`config.mk`:
```
export PLATFORM = sky130hd
export DESIGN_NAME = boiler_command_frame_builder
export DESIGN_NICKNAME = d
export VERILOG_FILES = /design/src/rtl/bcfb_pkg.sv /design/src/rtl/bcfb_front.sv /design/src/rtl/bcfb_fifo.sv /design/src/rtl/bcfb_back.sv /design/src/rtl/boiler_command_frame_builder.sv
export SDC_FILE = /design/constraint.sdc
export NUM_CORES = 1
export LEC_CHECK = 0
export BUFFER_PORTS_ARGS = -buffer_cell sky130_fd_sc_hd__buf_2
export CORE_UTILIZATION = 64
export CTS_CLUSTER_DIAMETER = 100
export DETAILED_ROUTE_END_ITERATION = 10
export GPL_TIMING_DRIVEN = 0
export HOLD_SLACK_MARGIN = 0.02
export PLACE_DENSITY = 0.87
export REMOVE_ABC_BUFFERS = 1
export SKIP_LAST_GASP = 1
export SLEW_MARGIN = 30
export SYNTH_ARGS = -nofsm -noshare
export SYNTH_HDL_FRONTEND = slang
export SYNTH_SLANG_ARGS = --single-unit
```
`constraint.sdc`:
```
create_clock -name clock -period 7.08 [get_ports clock]
set_clock_uncertainty 0.05 [all_clocks]
set_input_delay 0.354 -clock clock [delete_from_list [all_inputs] [get_ports clock]]
set_output_delay 0.354 -clock clock [all_outputs]
set_load 0.005 [all_outputs]
```
`src/rtl/bcfb_pkg.sv`:
```
`default_nettype none
package bcfb_pkg;

   localparam logic [7:0] FRAME_START = 8'h02;
   localparam logic [7:0] FRAME_END   = 8'h03;
   localparam logic [7:0] CODE_ONE    = 8'h24;
   localparam logic [7:0] CODE_FEW    = 8'h14;
   localparam logic [7:0] CODE_MANY   = 8'h0C;
   localparam logic [7:0] CODE_NONE   = 8'h00;
   localparam logic [7:0] MODE_RUN    = 8'h80;
   localparam logic [7:0] MODE_SHOWER = 8'h40;
   localparam logic [7:0] MODE_MASK   = 8'h7f;

   localparam int FRAME_LEN   = 6;
   localparam int FIFO_DEPTH  = 2;

   localparam logic [1:0] REG_HEAT_MIN   = 2'd0;
   localparam logic [1:0] REG_HEAT_MAX   = 2'd1;
   localparam logic [1:0] REG_SHOWER_MIN = 2'd2;
   localparam logic [1:0] REG_HOLD       = 2'd3;

   localparam logic [6:0] HEAT_MIN_RST   = 7'd45;
   localparam logic [6:0] HEAT_MAX_RST   = 7'd85;
   localparam logic [6:0] SHOWER_MIN_RST = 7'd35;
   localparam logic [1:0] HOLD_RST       = 2'd2;

   localparam logic KIND_BUILD = 1'b0;
   localparam logic KIND_RESET = 1'b1;

   typedef struct packed {
      logic [6:0] heat_min;
      logic [6:0] heat_max;
      logic [6:0] shower_min;
      logic [1:0] hold_frames;
   } cfg_type;

   typedef struct packed {
      logic [7:0] mode;
      logic [7:0] heat_bcd;
      logic [7:0] shower_bcd;
   } entry_type;

   typedef struct packed {
      logic full;
      logic empty;
   } fifo_status_type;

endpackage
`default_nettype wire

```
`src/rtl/bcfb_front.sv`:
```
`default_nettype none
module bcfb_front (
   input  wire logic                clock,
   input  wire logic                reset,
   input  wire bcfb_pkg::cfg_type   cfg,
   input  wire logic                req_tvalid,
   output logic                     req_tready,
   input  wire logic [39:0]         req_tdata,
   input  wire logic                req_tuser,
   input  wire bcfb_pkg::fifo_status_type fifo_status,
   output logic                     push,
   output bcfb_pkg::entry_type      push_entry
);

   logic       pending_ff, pending_in;
   logic [1:0] countdown_ff, countdown_in;

   logic       accept;
   logic [7:0] open_mask;
   logic [3:0] open_count;
   logic [7:0] code;
   logic [7:0] mode;
   logic       shower;
   logic [7:0] heat;
   logic [7:0] shw;
   logic [7:0] heat_lo;

   function automatic logic [7:0] to_bcd(input logic [7:0] v);
      logic [6:0] s;
      logic [3:0] tens;
      logic [6:0] rest;
      s = (v > 8'd99) ? 7'd99 : v[6:0];
      tens = 4'd0;
      for (int i = 1; i < 10; i++) begin
         if (s >= 7'(i * 10)) begin
            tens = 4'(i);
         end
      end
      rest = s - 7'({3'd0, tens} * 7'd10);
      return {tens, rest[3:0]};
   endfunction

   assign req_tready = !fifo_status.full;
   assign accept = req_tvalid && req_tready;

   assign open_mask = req_tdata[7:0] | req_tdata[15:8];
   assign shower = req_tdata[16];

   always_comb begin
      open_count = 4'd0;
      for (int i = 0; i < 8; i++) begin
         open_count = open_count + {3'd0, open_mask[i]};
      end
   end

   always_comb begin
      if (open_count == 4'd1) begin
         code = bcfb_pkg::CODE_ONE;
      end else if (open_count == 4'd2 || open_count == 4'd3) begin
         code = bcfb_pkg::CODE_FEW;
      end else if (open_count >= 4'd4) begin
         code = bcfb_pkg::CODE_MANY;
      end else begin
         code = bcfb_pkg::CODE_NONE;
      end
   end

   always_comb begin
      pending_in = pending_ff;
      countdown_in = countdown_ff;
      mode = bcfb_pkg::MODE_RUN;
      if (accept && req_tuser == bcfb_pkg::KIND_RESET) begin
         if (!pending_ff) begin
            pending_in = 1'b1;
            countdown_in = cfg.hold_frames;
         end
      end else if (pending_ff) begin
         if (countdown_ff == 2'd0) begin
            if (accept) begin
               pending_in = 1'b0;
               countdown_in = cfg.hold_frames;
            end
         end else begin
            if (accept) begin
               countdown_in = countdown_ff - 2'd1;
            end
            mode = 8'h00;
         end
      end
      if (shower) begin
         mode = mode | bcfb_pkg::MODE_SHOWER;
      end
      mode = mode | code;
      if (code == bcfb_pkg::CODE_NONE) begin
         mode = mode & bcfb_pkg::MODE_MASK;
         if (shower) begin
            mode = mode | bcfb_pkg::MODE_RUN;
         end
      end
   end

   always_comb begin
      heat_lo = (req_tdata[24:17] < {1'b0, cfg.heat_min}) ? {1'b0, cfg.heat_min}
                                                          : req_tdata[24:17];
      heat = (heat_lo > {1'b0, cfg.heat_max}) ? {1'b0, cfg.heat_max} : heat_lo;
      shw = (req_tdata[32:25] < {1'b0, cfg.shower_min}) ? {1'b0, cfg.shower_min}
                                                        : req_tdata[32:25];
   end

   assign push = accept && req_tuser == bcfb_pkg::KIND_BUILD;
   assign push_entry.mode = mode;
   assign push_entry.heat_bcd = to_bcd(heat);
   assign push_entry.shower_bcd = to_bcd(shw);

   always_ff @(posedge clock) begin
      if (reset) begin
         pending_ff <= 1'b0;
         countdown_ff <= bcfb_pkg::HOLD_RST;
      end else begin
         pending_ff <= pending_in;
         countdown_ff <= countdown_in;
      end
   end

endmodule
`default_nettype wire

```
`src/rtl/bcfb_fifo.sv`:
```
`default_nettype none
module bcfb_fifo (
   input  wire logic                clock,
   input  wire logic                reset,
   input  wire logic                push,
   input  wire bcfb_pkg::entry_type push_entry,
   input  wire logic                pop,
   output bcfb_pkg::entry_type      head,
   output bcfb_pkg::fifo_status_type status
);

   localparam int PTR_W = $clog2(bcfb_pkg::FIFO_DEPTH);
   localparam int CNT_W = $clog2(bcfb_pkg::FIFO_DEPTH + 1);

   bcfb_pkg::entry_type mem_ff [bcfb_pkg::FIFO_DEPTH];
   logic [PTR_W-1:0] wr_ptr_ff, wr_ptr_in;
   logic [PTR_W-1:0] rd_ptr_ff, rd_ptr_in;
   logic [CNT_W-1:0] count_ff, count_in;

   assign status.full = count_ff == CNT_W'(bcfb_pkg::FIFO_DEPTH);
   assign status.empty = count_ff == '0;
   assign head = mem_ff[rd_ptr_ff];

   always_comb begin
      wr_ptr_in = wr_ptr_ff;
      rd_ptr_in = rd_ptr_ff;
      count_in = count_ff;
      if (push) begin
         wr_ptr_in = (wr_ptr_ff == PTR_W'(bcfb_pkg::FIFO_DEPTH - 1)) ? '0
                                                                     : wr_ptr_ff + 1'b1;
      end
      if (pop) begin
         rd_ptr_in = (rd_ptr_ff == PTR_W'(bcfb_pkg::FIFO_DEPTH - 1)) ? '0
                                                                     : rd_ptr_ff + 1'b1;
      end
      if (push && !pop) begin
         count_in = count_ff + 1'b1;
      end else if (pop && !push) begin
         count_in = count_ff - 1'b1;
      end
   end

   always_ff @(posedge clock) begin
      if (push) begin
         mem_ff[wr_ptr_ff] <= push_entry;
      end
   end

   always_ff @(posedge clock) begin
      if (reset) begin
         wr_ptr_ff <= '0;
         rd_ptr_ff <= '0;
         count_ff <= '0;
      end else begin
         wr_ptr_ff <= wr_ptr_in;
         rd_ptr_ff <= rd_ptr_in;
         count_ff <= count_in;
      end
   end

endmodule
`default_nettype wire

```
`src/rtl/bcfb_back.sv`:
```
`default_nettype none
module bcfb_back (
   input  wire logic                clock,
   input  wire logic                reset,
   input  wire bcfb_pkg::entry_type head,
   input  wire bcfb_pkg::fifo_status_type fifo_status,
   output logic                     pop,
   output logic                     rsp_tvalid,
   input  wire logic                rsp_tready,
   output logic [7:0]               rsp_tdata,
   output logic                     rsp_tlast
);

   localparam int IDX_W = $clog2(bcfb_pkg::FRAME_LEN);
   localparam logic [IDX_W-1:0] LAST_IDX = IDX_W'(bcfb_pkg::FRAME_LEN - 1);

   bcfb_pkg::entry_type cur_ff, cur_in;
   logic             cur_valid_ff, cur_valid_in;
   logic [IDX_W-1:0] idx_ff, idx_in;
   logic             out_valid_ff, out_valid_in;
   logic [7:0]       out_data_ff, out_data_in;
   logic             out_last_ff, out_last_in;
   logic             advance;
   logic [7:0]       sel_byte;

   assign advance = cur_valid_ff && (!out_valid_ff || rsp_tready);
   assign pop = !fifo_status.empty && (!cur_valid_ff || (advance && idx_ff == LAST_IDX));

   always_comb begin
      case (idx_ff)
         IDX_W'(0): sel_byte = bcfb_pkg::FRAME_START;
         IDX_W'(1): sel_byte = cur_ff.mode;
         IDX_W'(2): sel_byte = cur_ff.heat_bcd;
         IDX_W'(3): sel_byte = cur_ff.shower_bcd;
         IDX_W'(4): sel_byte = bcfb_pkg::FRAME_START ^ cur_ff.mode ^ cur_ff.heat_bcd
                               ^ cur_ff.shower_bcd;
         default:   sel_byte = bcfb_pkg::FRAME_END;
      endcase
   end

   always_comb begin
      cur_in = cur_ff;
      cur_valid_in = cur_valid_ff;
      idx_in = idx_ff;
      out_valid_in = out_valid_ff;
      out_data_in = out_data_ff;
      out_last_in = out_last_ff;
      if (out_valid_ff && rsp_tready) begin
         out_valid_in = 1'b0;
      end
      if (advance) begin
         out_valid_in = 1'b1;
         out_data_in = sel_byte;
         out_last_in = idx_ff == LAST_IDX;
         if (idx_ff == LAST_IDX) begin
            idx_in = '0;
            cur_valid_in = 1'b0;
         end else begin
            idx_in = idx_ff + 1'b1;
         end
      end
      if (pop) begin
         cur_in = head;
         cur_valid_in = 1'b1;
         idx_in = '0;
      end
   end

   always_ff @(posedge clock) begin
      cur_ff <= cur_in;
      out_data_ff <= out_data_in;
      out_last_ff <= out_last_in;
   end

   always_ff @(posedge clock) begin
      if (reset) begin
         cur_valid_ff <= 1'b0;
         idx_ff <= '0;
         out_valid_ff <= 1'b0;
      end else begin
         cur_valid_ff <= cur_valid_in;
         idx_ff <= idx_in;
         out_valid_ff <= out_valid_in;
      end
   end

   assign rsp_tvalid = out_valid_ff;
   assign rsp_tdata = out_data_ff;
   assign rsp_tlast = out_last_ff;

endmodule
`default_nettype wire

```
`src/rtl/boiler_command_frame_builder.sv`:
```
// Boiler command frame builder.
// Requests arrive on the req_ stream. A request with tuser low builds one
// six-byte command frame; a request with tuser high arms an error reset and
// produces no output. Frames leave on the rsp_ stream one byte per transfer,
// with tlast on the sixth byte.
// The front stage classifies each request in the cycle it is accepted and
// writes the frame fields into a two-entry queue; the back stage drains the
// queue and shifts out bytes through an output register.
// The first byte of a frame passes through the queue, the current-frame register
// and the output register. With the receiver always ready, frame output is
// limited by the single byte lane of the back stage, and requests are taken
// back to back while the queue has room.
// When the receiver stalls, the output byte holds, the queue fills and
// req_tready drops; reset-request transfers are also held back then.
// Settings are written on the csr_ port, which is always ready, and should
// only change while no frame is in flight. Reset clears the queue, the
// output stage and the error-reset hold, and restores the default settings.
`default_nettype none
module boiler_command_frame_builder (
   input  wire logic        clock,
   input  wire logic        reset,
   input  wire logic        req_tvalid,
   output logic             req_tready,
   // [7:0] valve_mask_main, [15:8] valve_mask_sub, [16] shower_active,
   // [24:17] heat_setpoint, [32:25] shower_setpoint, [39:33] zero
   input  wire logic [39:0] req_tdata,
   // [0] kind
   input  wire logic        req_tuser,
   output logic             rsp_tvalid,
   input  wire logic        rsp_tready,
   // [7:0] frame_byte
   output logic [7:0]       rsp_tdata,
   output logic             rsp_tlast,
   input  wire logic        csr_valid,
   output logic             csr_ready,
   input  wire logic [1:0]  csr_index,
   input  wire logic [6:0]  csr_data
);

   bcfb_pkg::cfg_type cfg_ff, cfg_in;
   bcfb_pkg::entry_type push_entry;
   bcfb_pkg::entry_type head;
   bcfb_pkg::fifo_status_type fifo_status;
   logic push;
   logic pop;

   assign csr_ready = 1'b1;

   always_comb begin
      cfg_in = cfg_ff;
      if (csr_valid) begin
         unique case (csr_index)
            bcfb_pkg::REG_HEAT_MIN:   cfg_in.heat_min = csr_data;
            bcfb_pkg::REG_HEAT_MAX:   cfg_in.heat_max = csr_data;
            bcfb_pkg::REG_SHOWER_MIN: cfg_in.shower_min = csr_data;
            bcfb_pkg::REG_HOLD:       cfg_in.hold_frames = csr_data[1:0];
            default:                  cfg_in = cfg_ff;
         endcase
      end
   end

   always_ff @(posedge clock) begin
      if (reset) begin
         cfg_ff.heat_min <= bcfb_pkg::HEAT_MIN_RST;
         cfg_ff.heat_max <= bcfb_pkg::HEAT_MAX_RST;
         cfg_ff.shower_min <= bcfb_pkg::SHOWER_MIN_RST;
         cfg_ff.hold_frames <= bcfb_pkg::HOLD_RST;
      end else begin
         cfg_ff <= cfg_in;
      end
   end

   bcfb_front u_front (
      .clock       (clock),
      .reset       (reset),
      .cfg         (cfg_ff),
      .req_tvalid  (req_tvalid),
      .req_tready  (req_tready),
      .req_tdata   (req_tdata),
      .req_tuser   (req_tuser),
      .fifo_status (fifo_status),
      .push        (push),
      .push_entry  (push_entry)
   );

   bcfb_fifo u_fifo (
      .clock      (clock),
      .reset      (reset),
      .push       (push),
      .push_entry (push_entry),
      .pop        (pop),
      .head       (head),
      .status     (fifo_status)
   );

   bcfb_back u_back (
      .clock       (clock),
      .reset       (reset),
      .head        (head),
      .fifo_status (fifo_status),
      .pop         (pop),
      .rsp_tvalid  (rsp_tvalid),
      .rsp_tready  (rsp_tready),
      .rsp_tdata   (rsp_tdata),
      .rsp_tlast   (rsp_tlast)
   );

endmodule
`default_nettype wire

```
# Yosys cells after proc, flatten, opt, wreduce, memory -nomap -nowiden
# Memories as Yosys holds them, arrays and structs flattened. A register that Yosys moved wholly into a read port is not among the register bits.
# Index checks and enable logic that the tools add are counted.
[word_totals]
ram_bits = 48
n_memories = 1
out_inout_bits = 12
input_bits = 55
elab_cells = 166
register_bits = 44
[classes]
n_reduce_logical = 36
n_lt_le_gt_ge = 24
n_mux = 55
addsub = 15
n_eq_ne = 13
n_mul = 2
bitwise = 6
[mem_list]
columns = ["memory", "words", "word_bits", "read_ports", "rd_clocked_by_memory_dff", "write_ports", "line", "rtl"]
rows = [
  ["u_fifo.mem_ff", 2, 24, 1, 1, 1, "bcfb_fifo.sv:15", "bcfb_pkg::entry_type mem_ff [bcfb_pkg::FIFO_DEPTH];"],
]
[ops]
columns = ["operator", "count"]
rows = [
  ["$mux W8", 10],
  ["$mux W4", 11],
  ["$ge A7 B6 Y1 const B", 6],
  ["$ge A7 B7 Y1 const B", 6],
  ["$pmux W8 S5", 1],
  ["$ge A7 B5 Y1 const B", 4],
  ["$add A4 B1 Y4", 6],
  ["$mux W7", 3],
  ["$mux W2", 10],
  ["$gt A8 B7 Y1 const B", 2],
  ["$lt A8 B7 Y1", 2],
  ["$or A8 B8 Y8", 2],
  ["$xor A8 B8 Y8", 2],
  ["$mux W1", 15],
  ["$mux W3", 5],
  ["$ge A7 B4 Y1 const B", 2],
  ["$reduce_bool A2 Y1", 6],
  ["$reduce_and A2 Y1", 5],
  ["$logic_and A1 B1 Y1", 9],
  ["$eq A4 B2 Y1 const B", 2],
  ["$gt A8 B7 Y1", 1],
  ["$logic_not A8 Y1", 1],
  ["$mul A4 B3 Y3 const B", 2],
  ["$sub A4 B4 Y4", 2],
  ["20 further kinds", 36],
]

# Logic depth before layout (Yosys ltp)
[depth]
word_depth = 18
depth_mapped = 22
mapped_depth_nobuf = 20

# Hierarchy
# From an unflattened synthesis, not the netlist that was laid out.
[hier_totals]
hier_cells = 600
hier_area_um2 = 6611.3
[by_module_without_submodules]
columns = ["mod", "seq_area_each_um2", "instances", "area_each_um2", "cells_each"]
rows = [
  ["bcfb_front", 60.1, 1, 2030.7, 278],
  ["bcfb_fifo", 1541.5, 1, 1939.4, 97],
  ["bcfb_back", 1091.0, 1, 1660.3, 127],
  ["boiler_command_frame_builder", 460.4, 1, 980.9, 98],
]

# Worst setup path after synthesis
# No wires, ideal clock.
[synth_timing]
kind = "input-to-reg"
from = "input req_tdata[23]"
to = "memory u_fifo.mem_ff[0][11] (netlist bit) (data pin)"
required_time_ns = 6.765
setup_time_ns = 0.265
cell_stages = 20
path_slack_ns = 2.337
arrival_ns = 4.429
n_path_buf = 1
path_cell_list = "ha_1 a211oi_2 and3_2 o21ai_4 mux2_2 ha_1 a21o_1 a211o_1 mux2i_1 a21oi_1 buf_4 mux2i_1 and2_4 or3_1 a31oi_1 a31oi_1 ha_1 fa_1 xnor2_1 xor2_1"
[synth_lines]
columns = ["item", "line", "rtl"]
rows = [
  ["start, declared", "boiler_command_frame_builder.sv:26", "input wire logic [39:0] req_tdata,"],
  ["end, declared", "bcfb_fifo.sv:15", ""],
]

==> reports/metrics.cfg <==
[cts]
htreeDepth=3
post-cts-setup-buffer-count=0
tritoncts=yes
path_clk_slew_ps=100
clockBufferDepth=2
cts_made_buffers=9
cts.repair.resized=0
clk_latency_ps=360
cts_sinks=110
holdBufCountCts=0
root_buffer=clkbuf_8

[layout]
fillers=618
fin_util=0.729
final_nets=716
antenna_cells=0
area_growth_pct=10.1
drive_above_1_share=0.210
finalNonFillerCells=763

[routing]
route.vias.total=4501
drtIter0Drc=287
avgRoutedWirePerCell_um=15.9
wl_um=12200
remaining_drc_errors=0
viasPerCell=5.90
drtPass1Iterations=5
ant_nets=0

[critical_path]
r2r_cells=19
r2r-start=cfg_ff[22]$_SDFFE_PP0P_
cp-startpoint=cfg_ff[22]$_SDFFE_PP0P_
cp-start-kind=flop
crit_type=flop to flop
critPathRequiredTime_ps=7140
rrSetupSlack_ps=1490
cp.arrival_ps=5650
cp-end-kind=flop
path_max_fanout=11

[global_route]
grt_antenna_before_repair=0
grt_pass1_vias=4341
grtUsageTotal=0.255
grt_start_max_net_pins=36
grt.overflow.total=0
grt_pass1_wl_um=19900

[synthesis]
ys_seq_area_frac=0.483
synth_cell_type_count=69
syn_inst=582
avgSynthCellArea_um2=10.5
synth_top_area_share=0.368
synth_edf_count=75
async_reset_ff_frac=0
yosys-top-cells-area=edfxtp_1, dfxtp_1, mux2_2, ha_1, nand2_1
postSynthRegisterBits=110
synth_ff_type=edfxtp_1
syn-cell-area_um2=6110
synth_top_cell_by_area=edfxtp_1
ys_warn_count=0

[worst_hold_path]
hold_depth=1
holdCritStartpoint=req_tdata[16]
hp-class=input pin to flop

[floorplan]
die_w_um=99.7
rows=35
num_io_pins=67
core_um2=9240
start_util=0.662
die-area_um2=9950
fp.dieH_um=99.7

[run]
maxCapViolCount=0

[placement]
dpl.hpwl_um=9040
portBuffers=58
dp_cells=747
place.gp.congestion=0.905

[sta]
finalCriticalPeriod_ps=5590
hold_violations=0
setup_violations=0
period_share=0.789
maxSlewViolCount=0
fmax_mhz=179
tns_ps=0
relSlewSlack=0.457
rsz0062_at_grt=no
tightestPinTransition_ps=814

[power]
ir_drop_v=0.000165
power_mw=1.87
powerDensity_nw_per_um2=278
p_leak_nw=2.61

[run_status]
status=finished clean

## kinds of logic after synthesis
group,Yosys count,share of synthesized area
simple gates,186,0.144
compound gates,126,0.143
flops,110,0.483
buf+inv,60,0.0407
mux,46,0.0859
fa+ha+maj,32,0.0728
xor+xnor,21,0.0301
other cells,1,0.000613
## worst paths after layout
kind                                               end
hold reg to reg   u_front.countdown_ff[1]$_SDFFE_PP1P_
hold / removal          u_fifo.mem_ff[0][22]$_DFFE_PP_
setup / recovery        u_fifo.mem_ff[0][11]$_DFFE_PP_
setup reg to reg        u_fifo.mem_ff[0][11]$_DFFE_PP_
## Yosys cell counts, drive strengths merged, types with 2 or more instances
| cell type | number |
|---|---|
| nor4 | 2 |
| xnor2 | 15 |
| dfxtp | 35 |
| mux2 | 33 |
| a31oi | 11 |
| or2 | 10 |
| nor3 | 13 |
| nand3b | 8 |
| clkbuf | 17 |
| nand4 | 6 |
| a21oi | 38 |
| a22oi | 9 |
| edfxtp | 75 |
| xor2 | 6 |
| nor2b | 7 |
| and3 | 2 |
| a41oi | 6 |
| o21ai | 22 |
| o211a | 2 |
| o221ai | 3 |
| or3 | 3 |
| and2 | 5 |
| a21o | 5 |
| nand3 | 7 |
| mux2i | 13 |
| nor2 | 51 |
| ha | 26 |
| a311oi | 2 |
| a211o | 5 |
| buf | 8 |
| a2111oi | 2 |
| nand2b | 8 |
| o2111ai | 2 |
| nor3b | 2 |
| o21bai | 2 |
| o211ai | 4 |
| inv | 35 |
| fa | 6 |
| nand2 | 60 |
| a211oi | 3 |
## layout by cell type, fill, tap and decap left out, types with 10 or more instances in the layout
cell,count
inv_1,35
mux2_2,30
ha_1,26
mux2i_1,12
nand2_1,60
xnor2_1,15
edfxtp_1,75
dfxtp_1,34
a21oi_1,36
nor2_1,51
buf_2,58
a31oi_1,10
o21ai_0,18
nor3_1,12
## layer usage
metal  global-route usage  vias up  part of all wire  wire (µm)
li1                     -     2203                 -          -
met1                0.309     2138              0.43       5200
met2                0.450      142              0.51       6230
met3               0.0387       18             0.038        467
met4                0.115        0             0.023        275
met5                    0        -                 0          0
## worst max-delay path: stages, from the launching register on
cell and delay [ps]:
dfxtp_1 340, inv_1 50, ha_1 350, nand4_1 170
o21ai_4 290, mux2_2 410, ha_1 290, nor2b_1 170
o21a_1 130, o21ai_1 60, a21oi_2 660, mux2_2 520
and2_4 190, or3_1 380, a31oi_1 220, a31oi_1 110
ha_1 250, fa_1 380, xnor2_1 140, xor2_1 170
## per-stage QoR
stage	worst slack [ps]	hold slack [ps]	instance area (µm²)
3_5_place_dp	1500	390	6520
2_1_floorplan	1690	365	6000
5_1_grt	1190	152	6730
4_1_cts	1570	153	6730
6_report	1490	172	6730
3_3_place_gp	1270	382	6450
## area by class of cell
cell class | instances | area [µm²] | area share
sequential | 110 | 2950 | 0.439
multi-input combinational | 412 | 2940 | 0.437
timing repair buffer | 61 | 337 | 0.0500
tap | 129 | 161 | 0.0240
clock buffer | 12 | 156 | 0.0232
inverter | 35 | 131 | 0.0195
clock inverter | 4 | 52.6 | 0.00781
## state kept, by name (all words and copies together), names as in the netlist
signal,cells
u_back.cur_valid_ff,1
u_fifo.count_ff,2
u_front.countdown_ff,2
u_back.rsp_tlast,1
u_fifo.mem_ff,44
u_back.rsp_tvalid,1
u_back.rsp_tdata,8
u_fifo.rd_ptr_ff,1
u_back.idx_ff,3
u_back.cur_ff,22
cfg_ff,23
u_front.pending_ff,1
u_fifo.wr_ptr_ff,1
## power by group
group / internal, mW / switching, mW
logic: 0.248 / 0.288
registers: 0.854 / 0.0928
clock network: 0.188 / 0.202
total: 1.29 / 0.583
(Power assumes the default switching activity.)
